[src/rtl/core/fdd_pkg.sv]
`timescale 1ns / 1ps
// ----------------------------------------------------------------------------
// fdd_pkg: finite-difference derivative shared definitions
// Widths, register indexes, scheme codes and the stencil weight table.
// ----------------------------------------------------------------------------
package fdd_pkg;

	localparam int SAMPLE_BITS     = 16;
	localparam int SCALE_FRAC_BITS = 16;
	localparam int SCALE_BITS      = 32;
	localparam int OUT_BITS        = 40;

	localparam int TAPS         = 9;
	localparam int TAP_IDX_BITS = $clog2(TAPS);
	localparam int WEIGHT_BITS  = 10;
	// largest sum of weight magnitudes is 1088
	localparam int WSUM_BITS    = 11;

	localparam int SUM_BITS   = SAMPLE_BITS + WSUM_BITS;
	localparam int MAG_BITS   = SUM_BITS - 1;
	localparam int HALF_BITS  = (MAG_BITS + 1) / 2;
	localparam int HI_BITS    = MAG_BITS - HALF_BITS;
	localparam int MUL_A_BITS = (SAMPLE_BITS > HALF_BITS + 1) ? SAMPLE_BITS : HALF_BITS + 1;
	localparam int MUL_B_BITS = SCALE_BITS + 1;
	localparam int MUL_P_BITS = MUL_A_BITS + MUL_B_BITS;
	localparam int PROD_BITS  = MAG_BITS + SCALE_BITS;

	localparam int SCHEME_BITS = 2;
	localparam int ORDER_BITS  = 3;
	localparam int POINTS_BITS = 3;

	localparam int CFG_IDX_BITS  = 3;
	localparam int CFG_DATA_BITS = SCALE_BITS;

	localparam logic [CFG_IDX_BITS-1:0] REG_SCHEME = 3'd0;
	localparam logic [CFG_IDX_BITS-1:0] REG_ORDER  = 3'd1;
	localparam logic [CFG_IDX_BITS-1:0] REG_POINTS = 3'd2;
	localparam logic [CFG_IDX_BITS-1:0] REG_SCALE  = 3'd3;

	localparam logic [SCHEME_BITS-1:0] SCHEME_FWD = 2'd0;
	localparam logic [SCHEME_BITS-1:0] SCHEME_CEN = 2'd1;
	localparam logic [SCHEME_BITS-1:0] SCHEME_BWD = 2'd2;

	localparam logic [SCHEME_BITS-1:0] SCHEME_RESET = SCHEME_CEN;
	localparam logic [ORDER_BITS-1:0]  ORDER_RESET  = 3'd1;
	localparam logic [POINTS_BITS-1:0] POINTS_RESET = 3'd3;
	localparam logic [SCALE_BITS-1:0]  SCALE_RESET  = SCALE_BITS'(64'd1 << SCALE_FRAC_BITS);

	typedef logic signed [WEIGHT_BITS-1:0] weight_t;
	typedef weight_t [TAPS-1:0] stencil_row_t;

	typedef struct packed {
		logic         valid;
		stencil_row_t w;
	} stencil_t;

	function automatic stencil_row_t mk_row(input int w0, input int w1, input int w2,
			input int w3, input int w4, input int w5, input int w6, input int w7,
			input int w8);
		stencil_row_t r;
		r[0] = weight_t'(w0);
		r[1] = weight_t'(w1);
		r[2] = weight_t'(w2);
		r[3] = weight_t'(w3);
		r[4] = weight_t'(w4);
		r[5] = weight_t'(w5);
		r[6] = weight_t'(w6);
		r[7] = weight_t'(w7);
		r[8] = weight_t'(w8);
		return r;
	endfunction

	// tap 0 oldest, tap 4 centre, tap 8 newest
	function automatic stencil_t stencil_lookup(input logic [SCHEME_BITS-1:0] sch,
			input logic [ORDER_BITS-1:0] ord, input logic [POINTS_BITS-1:0] pts);
		stencil_t st;
		st.valid = 1'b1;
		st.w     = '0;
		unique case ({sch, ord, pts})
			{SCHEME_FWD, 3'd1, 3'd2}: st.w = mk_row(0, 0, 0, 0, -1, 1, 0, 0, 0);
			{SCHEME_FWD, 3'd1, 3'd3}: st.w = mk_row(0, 0, 0, 0, -3, 4, -1, 0, 0);
			{SCHEME_FWD, 3'd1, 3'd4}: st.w = mk_row(0, 0, 0, 0, -11, 18, -9, 2, 0);
			{SCHEME_FWD, 3'd1, 3'd5}: st.w = mk_row(0, 0, 0, 0, -25, 48, -36, 16, -3);
			{SCHEME_FWD, 3'd2, 3'd3}: st.w = mk_row(0, 0, 0, 0, 1, -2, 1, 0, 0);
			{SCHEME_FWD, 3'd2, 3'd4}: st.w = mk_row(0, 0, 0, 0, 2, -5, 4, -1, 0);
			{SCHEME_FWD, 3'd2, 3'd5}: st.w = mk_row(0, 0, 0, 0, 35, -104, 114, -56, 11);
			{SCHEME_FWD, 3'd3, 3'd4}: st.w = mk_row(0, 0, 0, 0, -1, 3, -3, 1, 0);
			{SCHEME_FWD, 3'd3, 3'd5}: st.w = mk_row(0, 0, 0, 0, -5, 18, -24, 14, -3);
			{SCHEME_FWD, 3'd4, 3'd5}: st.w = mk_row(0, 0, 0, 0, 1, -4, 6, -4, 1);
			{SCHEME_CEN, 3'd1, 3'd3}: st.w = mk_row(0, 0, 0, -1, 0, 1, 0, 0, 0);
			{SCHEME_CEN, 3'd1, 3'd5}: st.w = mk_row(0, 0, 1, -8, 0, 8, -1, 0, 0);
			{SCHEME_CEN, 3'd1, 3'd7}: st.w = mk_row(0, -1, 9, -45, 0, 45, -9, 1, 0);
			{SCHEME_CEN, 3'd2, 3'd3}: st.w = mk_row(0, 0, 0, 1, -2, 1, 0, 0, 0);
			{SCHEME_CEN, 3'd2, 3'd5}: st.w = mk_row(0, 0, -1, 16, -30, 16, -1, 0, 0);
			{SCHEME_CEN, 3'd2, 3'd7}: st.w = mk_row(0, 2, -27, 270, -490, 270, -27, 2, 0);
			{SCHEME_CEN, 3'd3, 3'd5}: st.w = mk_row(0, 0, -1, 2, 0, -2, 1, 0, 0);
			{SCHEME_CEN, 3'd3, 3'd7}: st.w = mk_row(0, 1, -8, 13, 0, -13, 8, -1, 0);
			{SCHEME_CEN, 3'd4, 3'd5}: st.w = mk_row(0, 0, 1, -4, 6, -4, 1, 0, 0);
			{SCHEME_CEN, 3'd4, 3'd7}: st.w = mk_row(0, -1, 12, -39, 56, -39, 12, -1, 0);
			{SCHEME_BWD, 3'd1, 3'd2}: st.w = mk_row(0, 0, 0, -1, 1, 0, 0, 0, 0);
			{SCHEME_BWD, 3'd1, 3'd3}: st.w = mk_row(0, 0, 1, -4, 3, 0, 0, 0, 0);
			{SCHEME_BWD, 3'd1, 3'd4}: st.w = mk_row(0, -2, 9, -18, 11, 0, 0, 0, 0);
			{SCHEME_BWD, 3'd1, 3'd5}: st.w = mk_row(3, -16, 36, -48, 25, 0, 0, 0, 0);
			{SCHEME_BWD, 3'd2, 3'd3}: st.w = mk_row(0, 0, 1, -2, 1, 0, 0, 0, 0);
			{SCHEME_BWD, 3'd2, 3'd4}: st.w = mk_row(0, -1, 4, -5, 2, 0, 0, 0, 0);
			{SCHEME_BWD, 3'd2, 3'd5}: st.w = mk_row(11, -56, 114, -104, 35, 0, 0, 0, 0);
			{SCHEME_BWD, 3'd3, 3'd4}: st.w = mk_row(0, -1, 3, -3, 1, 0, 0, 0, 0);
			{SCHEME_BWD, 3'd3, 3'd5}: st.w = mk_row(3, -14, 24, -18, 5, 0, 0, 0, 0);
			{SCHEME_BWD, 3'd4, 3'd5}: st.w = mk_row(1, -4, 6, -4, 1, 0, 0, 0, 0);
			default: st.valid = 1'b0;
		endcase
		return st;
	endfunction

endpackage

[src/rtl/core/fdd_if.sv]
`timescale 1ns / 1ps
// ----------------------------------------------------------------------------
// fdd_if: sample and result channels
// Valid/ready channels carrying one sample beat and one result beat.
// ----------------------------------------------------------------------------
interface fdd_in_if import fdd_pkg::*; ();
	logic                          valid;
	logic                          ready;
	logic signed [SAMPLE_BITS-1:0] sample;

	modport source (output valid, output sample, input ready);
	modport sink   (input valid, input sample, output ready);
endinterface

interface fdd_out_if import fdd_pkg::*; ();
	logic                       valid;
	logic                       ready;
	logic signed [OUT_BITS-1:0] derivative;
	logic                       stencil_invalid;
	logic                       saturated;

	modport source (output valid, output derivative, output stencil_invalid,
		output saturated, input ready);
	modport sink   (input valid, input derivative, input stencil_invalid,
		input saturated, output ready);
endinterface

[src/rtl/core/fdd_mul.sv]
`timescale 1ns / 1ps
// ----------------------------------------------------------------------------
// fdd_mul: shared signed multiplier
// One registered signed multiply, reused for the taps and for the scaling.
// ----------------------------------------------------------------------------
module fdd_mul import fdd_pkg::*; (
	input  logic                         clk,
	input  logic signed [MUL_A_BITS-1:0] a,
	input  logic signed [MUL_B_BITS-1:0] b,
	output logic signed [MUL_P_BITS-1:0] p_q
);

	always_ff @(posedge clk) begin
		p_q <= a * b;
	end

endmodule

[src/rtl/core/finite_difference_derivative_unit.sv]
`timescale 1ns / 1ps
// ----------------------------------------------------------------------------
// finite_difference_derivative_unit: streaming stencil derivative
// Nine-sample window, table stencils, Q16.16 scaling, 40-bit saturation.
// ----------------------------------------------------------------------------
// Each accepted sample shifts into a nine-sample window and produces one
// result: the stencil-weighted sum of the window, for the centre sample four
// beats back, times the unsigned scale register, clipped to 40 bits. One
// multiplier does all the work under a small sequencer: nine tap products,
// then the magnitude times scale in two halves, so a new sample is taken
// only once the previous one has passed through all of these steps.
// A finished result waits in the output register; the next sample is taken
// meanwhile, and only the final step waits for the result to drain. An
// unsupported scheme/order/point count gives zero and stencil_invalid.
// Registers: 0 scheme, 1 deriv_order, 2 point_count, 3 scale; write only
// while the block is idle.
// ----------------------------------------------------------------------------
module finite_difference_derivative_unit import fdd_pkg::*; (
	input  logic                     clk,
	input  logic                     arst_n,
	input  logic                     cfg_wr_en,
	input  logic [CFG_IDX_BITS-1:0]  cfg_index,
	input  logic [CFG_DATA_BITS-1:0] cfg_data,
	fdd_in_if.sink                   samples,
	fdd_out_if.source                results
);

	typedef enum logic [2:0] {
		S_IDLE,
		S_TAP,
		S_TAP_LAST,
		S_ABS,
		S_SCL_LO,
		S_SCL_HI,
		S_SCL_ADD,
		S_OUT
	} state_t;

	state_t                        state_q;
	logic [TAP_IDX_BITS-1:0]       cnt_q;
	logic                          out_valid_q;

	logic [SCHEME_BITS-1:0]        scheme_q;
	logic [ORDER_BITS-1:0]         order_q;
	logic [POINTS_BITS-1:0]        points_q;
	logic [SCALE_BITS-1:0]         scale_q;
	logic signed [SAMPLE_BITS-1:0] window_q [TAPS];

	logic signed [SUM_BITS-1:0]    acc_q;
	logic                          neg_q;
	logic [MAG_BITS-1:0]           mag_q;
	logic [PROD_BITS-1:0]          prod_q;
	logic signed [OUT_BITS-1:0]    derivative_q;
	logic                          invalid_q;
	logic                          sat_q;

	logic signed [MUL_A_BITS-1:0]  mul_a;
	logic signed [MUL_B_BITS-1:0]  mul_b;
	logic signed [MUL_P_BITS-1:0]  mul_p;

	stencil_t                      stencil;
	logic                          in_accept;
	logic                          out_load;
	logic [PROD_BITS-1:0]          lim;
	logic [PROD_BITS-1:0]          prod_neg;
	logic                          sat;
	logic signed [OUT_BITS-1:0]    res;

	assign stencil   = stencil_lookup(scheme_q, order_q, points_q);
	assign in_accept = samples.valid && samples.ready;
	assign out_load  = (state_q == S_OUT) && (!out_valid_q || results.ready);

	assign samples.ready           = (state_q == S_IDLE);
	assign results.valid           = out_valid_q;
	assign results.derivative      = derivative_q;
	assign results.stencil_invalid = invalid_q;
	assign results.saturated       = sat_q;

	always_ff @(posedge clk or negedge arst_n) begin
		if (!arst_n) begin
			scheme_q <= SCHEME_RESET;
			order_q  <= ORDER_RESET;
			points_q <= POINTS_RESET;
			scale_q  <= SCALE_RESET;
		end else if (cfg_wr_en) begin
			unique case (cfg_index)
				REG_SCHEME: scheme_q <= cfg_data[SCHEME_BITS-1:0];
				REG_ORDER:  order_q  <= cfg_data[ORDER_BITS-1:0];
				REG_POINTS: points_q <= cfg_data[POINTS_BITS-1:0];
				REG_SCALE:  scale_q  <= cfg_data[SCALE_BITS-1:0];
				default: ;
			endcase
		end
	end

	always_ff @(posedge clk or negedge arst_n) begin
		if (!arst_n) begin
			for (int i = 0; i < TAPS; i++) begin
				window_q[i] <= '0;
			end
		end else if (in_accept) begin
			for (int i = 0; i < TAPS - 1; i++) begin
				window_q[i] <= window_q[i + 1];
			end
			window_q[TAPS - 1] <= samples.sample;
		end
	end

	always_ff @(posedge clk or negedge arst_n) begin
		if (!arst_n) begin
			state_q     <= S_IDLE;
			cnt_q       <= '0;
			out_valid_q <= 1'b0;
		end else begin
			if (out_load) begin
				out_valid_q <= 1'b1;
			end else if (results.ready) begin
				out_valid_q <= 1'b0;
			end
			unique case (state_q)
				S_IDLE: begin
					if (in_accept) begin
						cnt_q   <= '0;
						state_q <= S_TAP;
					end
				end
				S_TAP: begin
					cnt_q <= cnt_q + 1'b1;
					if (cnt_q == TAP_IDX_BITS'(TAPS - 1)) begin
						state_q <= S_TAP_LAST;
					end
				end
				S_TAP_LAST: state_q <= S_ABS;
				S_ABS:      state_q <= S_SCL_LO;
				S_SCL_LO:   state_q <= S_SCL_HI;
				S_SCL_HI:   state_q <= S_SCL_ADD;
				S_SCL_ADD:  state_q <= S_OUT;
				S_OUT: begin
					if (out_load) begin
						state_q <= S_IDLE;
					end
				end
				default: state_q <= S_IDLE;
			endcase
		end
	end

	always_comb begin
		mul_a = '0;
		mul_b = '0;
		case (state_q)
			S_TAP: begin
				mul_a = MUL_A_BITS'(window_q[cnt_q]);
				mul_b = MUL_B_BITS'($signed(stencil.w[cnt_q]));
			end
			S_SCL_LO: begin
				mul_a = MUL_A_BITS'($signed({1'b0, mag_q[HALF_BITS-1:0]}));
				mul_b = MUL_B_BITS'($signed({1'b0, scale_q}));
			end
			S_SCL_HI: begin
				mul_a = MUL_A_BITS'($signed({1'b0, mag_q[MAG_BITS-1:HALF_BITS]}));
				mul_b = MUL_B_BITS'($signed({1'b0, scale_q}));
			end
			default: ;
		endcase
	end

	fdd_mul u_mul (
		.clk (clk),
		.a   (mul_a),
		.b   (mul_b),
		.p_q (mul_p)
	);

	// magnitude limit depends on the sign of the sum
	always_comb begin
		lim      = neg_q ? PROD_BITS'({1'b1, {(OUT_BITS - 1){1'b0}}})
			: PROD_BITS'({1'b0, {(OUT_BITS - 1){1'b1}}});
		sat      = prod_q > lim;
		prod_neg = '0 - prod_q;
		if (sat) begin
			res = neg_q ? {1'b1, {(OUT_BITS - 1){1'b0}}} : {1'b0, {(OUT_BITS - 1){1'b1}}};
		end else if (neg_q) begin
			res = prod_neg[OUT_BITS-1:0];
		end else begin
			res = prod_q[OUT_BITS-1:0];
		end
	end

	always_ff @(posedge clk) begin
		if (in_accept) begin
			acc_q <= '0;
		end
		case (state_q)
			S_TAP: begin
				if (cnt_q != '0) begin
					acc_q <= acc_q + $signed(mul_p[SUM_BITS-1:0]);
				end
			end
			S_TAP_LAST: acc_q <= acc_q + $signed(mul_p[SUM_BITS-1:0]);
			S_ABS: begin
				neg_q <= acc_q[SUM_BITS-1];
				mag_q <= acc_q[SUM_BITS-1] ? MAG_BITS'(-acc_q) : MAG_BITS'(acc_q);
			end
			S_SCL_HI:  prod_q <= PROD_BITS'(mul_p[HALF_BITS+SCALE_BITS-1:0]);
			S_SCL_ADD: prod_q <= prod_q
				+ (PROD_BITS'(mul_p[HI_BITS+SCALE_BITS-1:0]) << HALF_BITS);
			default: ;
		endcase
		if (out_load) begin
			derivative_q <= res;
			sat_q        <= sat;
			invalid_q    <= !stencil.valid;
		end
	end

endmodule

[src/flat_wrapper.sv]
// flat-port wrapper written by rule: the top's interface ports become plain ports
module finite_difference_derivative_unit_flat import fdd_pkg::*;
  (clk, arst_n, cfg_wr_en, cfg_index, cfg_data, samples_valid, samples_sample, samples_ready, results_valid, results_derivative, results_stencil_invalid, results_saturated, results_ready);
  fdd_in_if samples_i ();
  fdd_out_if results_i ();
  input  logic clk;
  input  logic arst_n;
  input  logic cfg_wr_en;
  input  logic [CFG_IDX_BITS-1:0] cfg_index;
  input  logic [CFG_DATA_BITS-1:0] cfg_data;
  input wire logic [$bits(samples_i.valid)-1:0] samples_valid;
  input wire logic [$bits(samples_i.sample)-1:0] samples_sample;
  output wire logic [$bits(samples_i.ready)-1:0] samples_ready;
  output wire logic [$bits(results_i.valid)-1:0] results_valid;
  output wire logic [$bits(results_i.derivative)-1:0] results_derivative;
  output wire logic [$bits(results_i.stencil_invalid)-1:0] results_stencil_invalid;
  output wire logic [$bits(results_i.saturated)-1:0] results_saturated;
  input wire logic [$bits(results_i.ready)-1:0] results_ready;
  assign samples_i.valid = samples_valid;
  assign samples_i.sample = samples_sample;
  assign samples_ready = samples_i.ready;
  assign results_valid = results_i.valid;
  assign results_derivative = results_i.derivative;
  assign results_stencil_invalid = results_i.stencil_invalid;
  assign results_saturated = results_i.saturated;
  assign results_i.ready = results_ready;
  finite_difference_derivative_unit u_core (.clk(clk), .arst_n(arst_n), .cfg_wr_en(cfg_wr_en), .cfg_index(cfg_index), .cfg_data(cfg_data), .samples(samples_i), .results(results_i));
endmodule
[config.mk]
export PLATFORM = sky130hd
export DESIGN_NAME = finite_difference_derivative_unit_flat
export DESIGN_NICKNAME = d
export VERILOG_FILES = /design/src/rtl/core/fdd_pkg.sv /design/src/rtl/core/fdd_if.sv /design/src/rtl/core/fdd_mul.sv /design/src/rtl/core/finite_difference_derivative_unit.sv /design/src/flat_wrapper.sv
export SDC_FILE = /design/constraint.sdc
export NUM_CORES = 2
export LEC_CHECK = 0
export ABC_AREA = 1
export BUFFER_PORTS_ARGS = -buffer_cell sky130_fd_sc_hd__buf_2
export CORE_ASPECT_RATIO = 1.75
export CORE_MARGIN = 1
export CORE_UTILIZATION = 45
export CTS_BUF_LIST = sky130_fd_sc_hd__clkbuf_4 sky130_fd_sc_hd__clkbuf_8
export DETAILED_ROUTE_END_ITERATION = 8
export PLACE_DENSITY_LB_ADDON = 0.2
export SYNTH_ARGS = -nofsm -noshare
export SYNTH_HDL_FRONTEND = slang
export SYNTH_SLANG_ARGS = --single-unit
export TNS_END_PERCENT = 30
[constraint.sdc]
create_clock -name clk -period 9.95 [get_ports clk]
set_input_delay 1.4925 -clock clk [delete_from_list [all_inputs] [get_ports clk]]
set_output_delay 1.4925 -clock clk [all_outputs]
set_load 0.1 [all_outputs]
==> results.cfg <==
[yosys]
syn_nets = 5642
synthesis.area_mm2 = 0.0398
syn_inst = 4888
ys_seq_elements = 391
seq_area_frac_synth_pct = 25.3
synthArstFlopShare_pct = 49.1
ys.flop_type = dfrtp_1
synth_edf_count = 127
ys_types = 66
yosysWarnings = 0
synth_area_per_cell_um2 = 8.15

[placement]
dpl_cell_area_mm2 = 0.0418
dp_hpwl_um = 104000
port_buffers = 99
gp_routability_congestion = 0.988

[pwr]
power_density_mw_per_mm2 = 249
pwr-share-clk_pct = 15.5
swShare_pct = 51.7
p_comb_share_pct = 58.6
p_int_uw = 5200
ir_drop_uv = 118
seq_power_share_pct = 25.9
power_switching_uw = 5570
leakagePower_uw = 0.0213

[hold_path]
whs_path_depth = 2
min_path_type = flop to flop
holdPathEnd = u_core.window_q[27]
hp-start = u_core.window_q[27]

[floorplan]
ios = 100
rows = 144
coreArea_mm2 = 0.0879
initial_core_util_pct = 45.3
die_area_mm2 = 0.0898
dieHeight_um = 396
die_w_um = 227

[run]
cap_violations = 0

[cells_and_area]
fin_area_mm2 = 0.0433
final_cell_mix = inv_1, nand2_1, fa_1, nor2_1, o21ai_0
drive_gt1_share_pct = 8.89
area_growth_pct = 8.75
layout.nets = 5739
final_common_cell = inv_1

[clock_network]
cts_hold_buf = 0
cts_buffer_depth = 3
path_clk_slew_ns = 0.06
clk_latency_ns = 0.72
post-cts-setup-buffer-count = 0
cts_sinks = 391
cts_buffers = 66
cts_htree_levels = 3
cts_resized = 0
cts_root_buffer = clkbuf_8
tritoncts = done

[drt]
post_drt_wl_per_cell_um = 21.2
routed_wl_um = 132000
antenna_left = 0
vias = 33800
vias_per_cell = 5.44
drtPass1Iterations = 6
drc_errors = 0
drt-initial-drc-count = 2119

[global_routing]
grt_start_max_net_pins = 117
grt_pass1_vias = 35800
grt_usage_pct = 30.4
grt_pass1_wl_um = 203000
antenna_found_initial = 2
overflow = 0

[worst_setup_path]
critical_path.top_delay_family = compound AO/OA/AOI/OAI gates
timing.rr.start = u_core.cnt_q[1]
critPathRequiredTime_ns = 10.51
arrival_ns = 10.03
critPathSlowestCell = dfrtp_1
reg2reg_slack_ns = 0.48
critPathKind = flop to flop
r2r_cells = 31
cp_max_fo = 21
critical_path.max_stage_delay_ns = 0.88
worst-path-buf-inv = 8
r2r-end = u_core.u_mul.p_q[30]
crit_path_end_kind = flop
start_kind = flop

[timing]
max_slew_margin_pct = 25.2
skew_ns = 0.0491
fin_crit_ns = 9.47
setup_viol = 0
hold_viol = 0
whs_ns = 0.482
tns_ns = 0
final_max_slew_viol_count = 0
min_period_over_period_pct = 95.1
max_freq_mhz = 106
worst_pin_slew_ns = 1.12
rsz0062_at_grt = false

[run_status]
status = finished, final reports clean
-- state kept, by name, indices dropped and copies added (netlist names), 2 cells and up --
register / cells
u_core.acc_q: 27
u_core.cnt_q: 4
u_core.mag_q: 26
u_core.order_q: 3
u_core.points_q: 3
u_core.prod_q: 58
u_core.results.derivative: 40
u_core.scale_q: 32
u_core.scheme_q: 2
u_core.state_q: 3
u_core.u_mul.p_q: 45
u_core.window_q: 144
-- cell type report --
| class | instances | area (um2) |
|---|---|---|
| fillers | 8886 | 44600 |
| multi-input cells | 3382 | 25600 |
| flip-flops and latches | 391 | 10100 |
| inverters | 979 | 3680 |
| well taps | 1168 | 1460 |
| clock buffers | 95 | 1190 |
| repair buffers | 165 | 1010 |
| clock inverters | 27 | 310 |
| diodes | 1 | 2.50 |
-- worst max path at each step --
stage / slack [ns] / to / cells past startpoint / from
after floorplan: 2.60 / u_core.u_mul.p_q[39] / 33 / u_core.cnt_q[1]
after CTS: 0.48 / u_core.u_mul.p_q[30] / 30 / u_core.cnt_q[1]
after detailed placement: 0.57 / u_core.u_mul.p_q[30] / 30 / u_core.cnt_q[1]
final: 0.48 / u_core.u_mul.p_q[30] / 31 / u_core.cnt_q[1]
after global routing: 0.01 / u_core.u_mul.p_q[30] / 30 / u_core.cnt_q[1]
after global placement: 0.55 / u_core.u_mul.p_q[30] / 30 / u_core.cnt_q[1]
-- worst reg2reg max path, delay by kind of cell, from the launching register on --
kind | cells | cell delay [ns]
buf+inv | 8 | 1.47
compound gates | 11 | 3.12
flops | 1 | 0.88
simple gates | 5 | 0.80
fa+ha+maj | 7 | 3.10
-- routing by layer --
layer,share of wire [%],routed length [um],GRT usage (%)
met4,9.3,12200,24.9
met5,0.0068,9,0
met1,34,45200,30.5
met3,4.4,5810,4.45
met2,52,68400,54.9
-- cell families after synthesis --
kind of cell / after synthesis / synth area share (%)
AOI/OAI and AO/OA: 842 / 12.0
xor gates and xnor gates: 141 / 3.13
adders and majority gates: 698 / 30.8
buffers and inverters: 1115 / 10.6
DFF: 391 / 25.3
muxes: 38 / 1.07
and+or+nand+nor: 1663 / 17.1
-- synthesized netlist by cell type (all sizes together) (6+ instances only) --
cell,n,area share [%]
dfxtp,72,3.6
ha,229,7.2
clkbuf,103,0.97
xnor2,57,1.3
o221ai,9,0.20
dfrtp,187,12
nand4,31,0.49
or2,16,0.25
o21a,7,0.13
nor4,25,0.39
fa,469,24
a211oi,6,0.11
o21ai,342,4.3
o211ai,33,0.62
xor2,83,1.8
inv,971,9.1
nand2,940,9.1
clkinv,8,0.075
edfxtp,127,9.6
nor3,43,0.54
a22o,9,0.20
nor2,475,4.6
o31ai,10,0.19
a21oi,301,4.0
a21o,17,0.32
buf,33,0.41
mux2,38,1.1
o22ai,41,0.64
nand3,124,1.6
a31oi,27,0.42
-- power by group through the flow --
stage          Sequential, uW  Clock [uW]  Combinational [uW]
2_1_floorplan            2830           0                4070
3_3_place_gp             2800           0                6210
3_5_place_dp             2810           0                6280
4_1_cts                  2780        1720                6300
5_1_grt                  2840        1780                6970
6_report                 2790        1670                6310
-- stage by stage --
step           worst slack, ns  cells  util [%]  total power, uW
2_1_floorplan             2.60   4888         -             6900
3_3_place_gp             0.547   6085      47.5             9010
3_5_place_dp             0.567   6085      47.5             9090
4_1_cts                  0.478   6207      49.3            10800
5_1_grt                 0.0107   6208      49.3            11600
6_report                 0.484   6208      49.3            10800
Power figures use the tool's default switching activity.
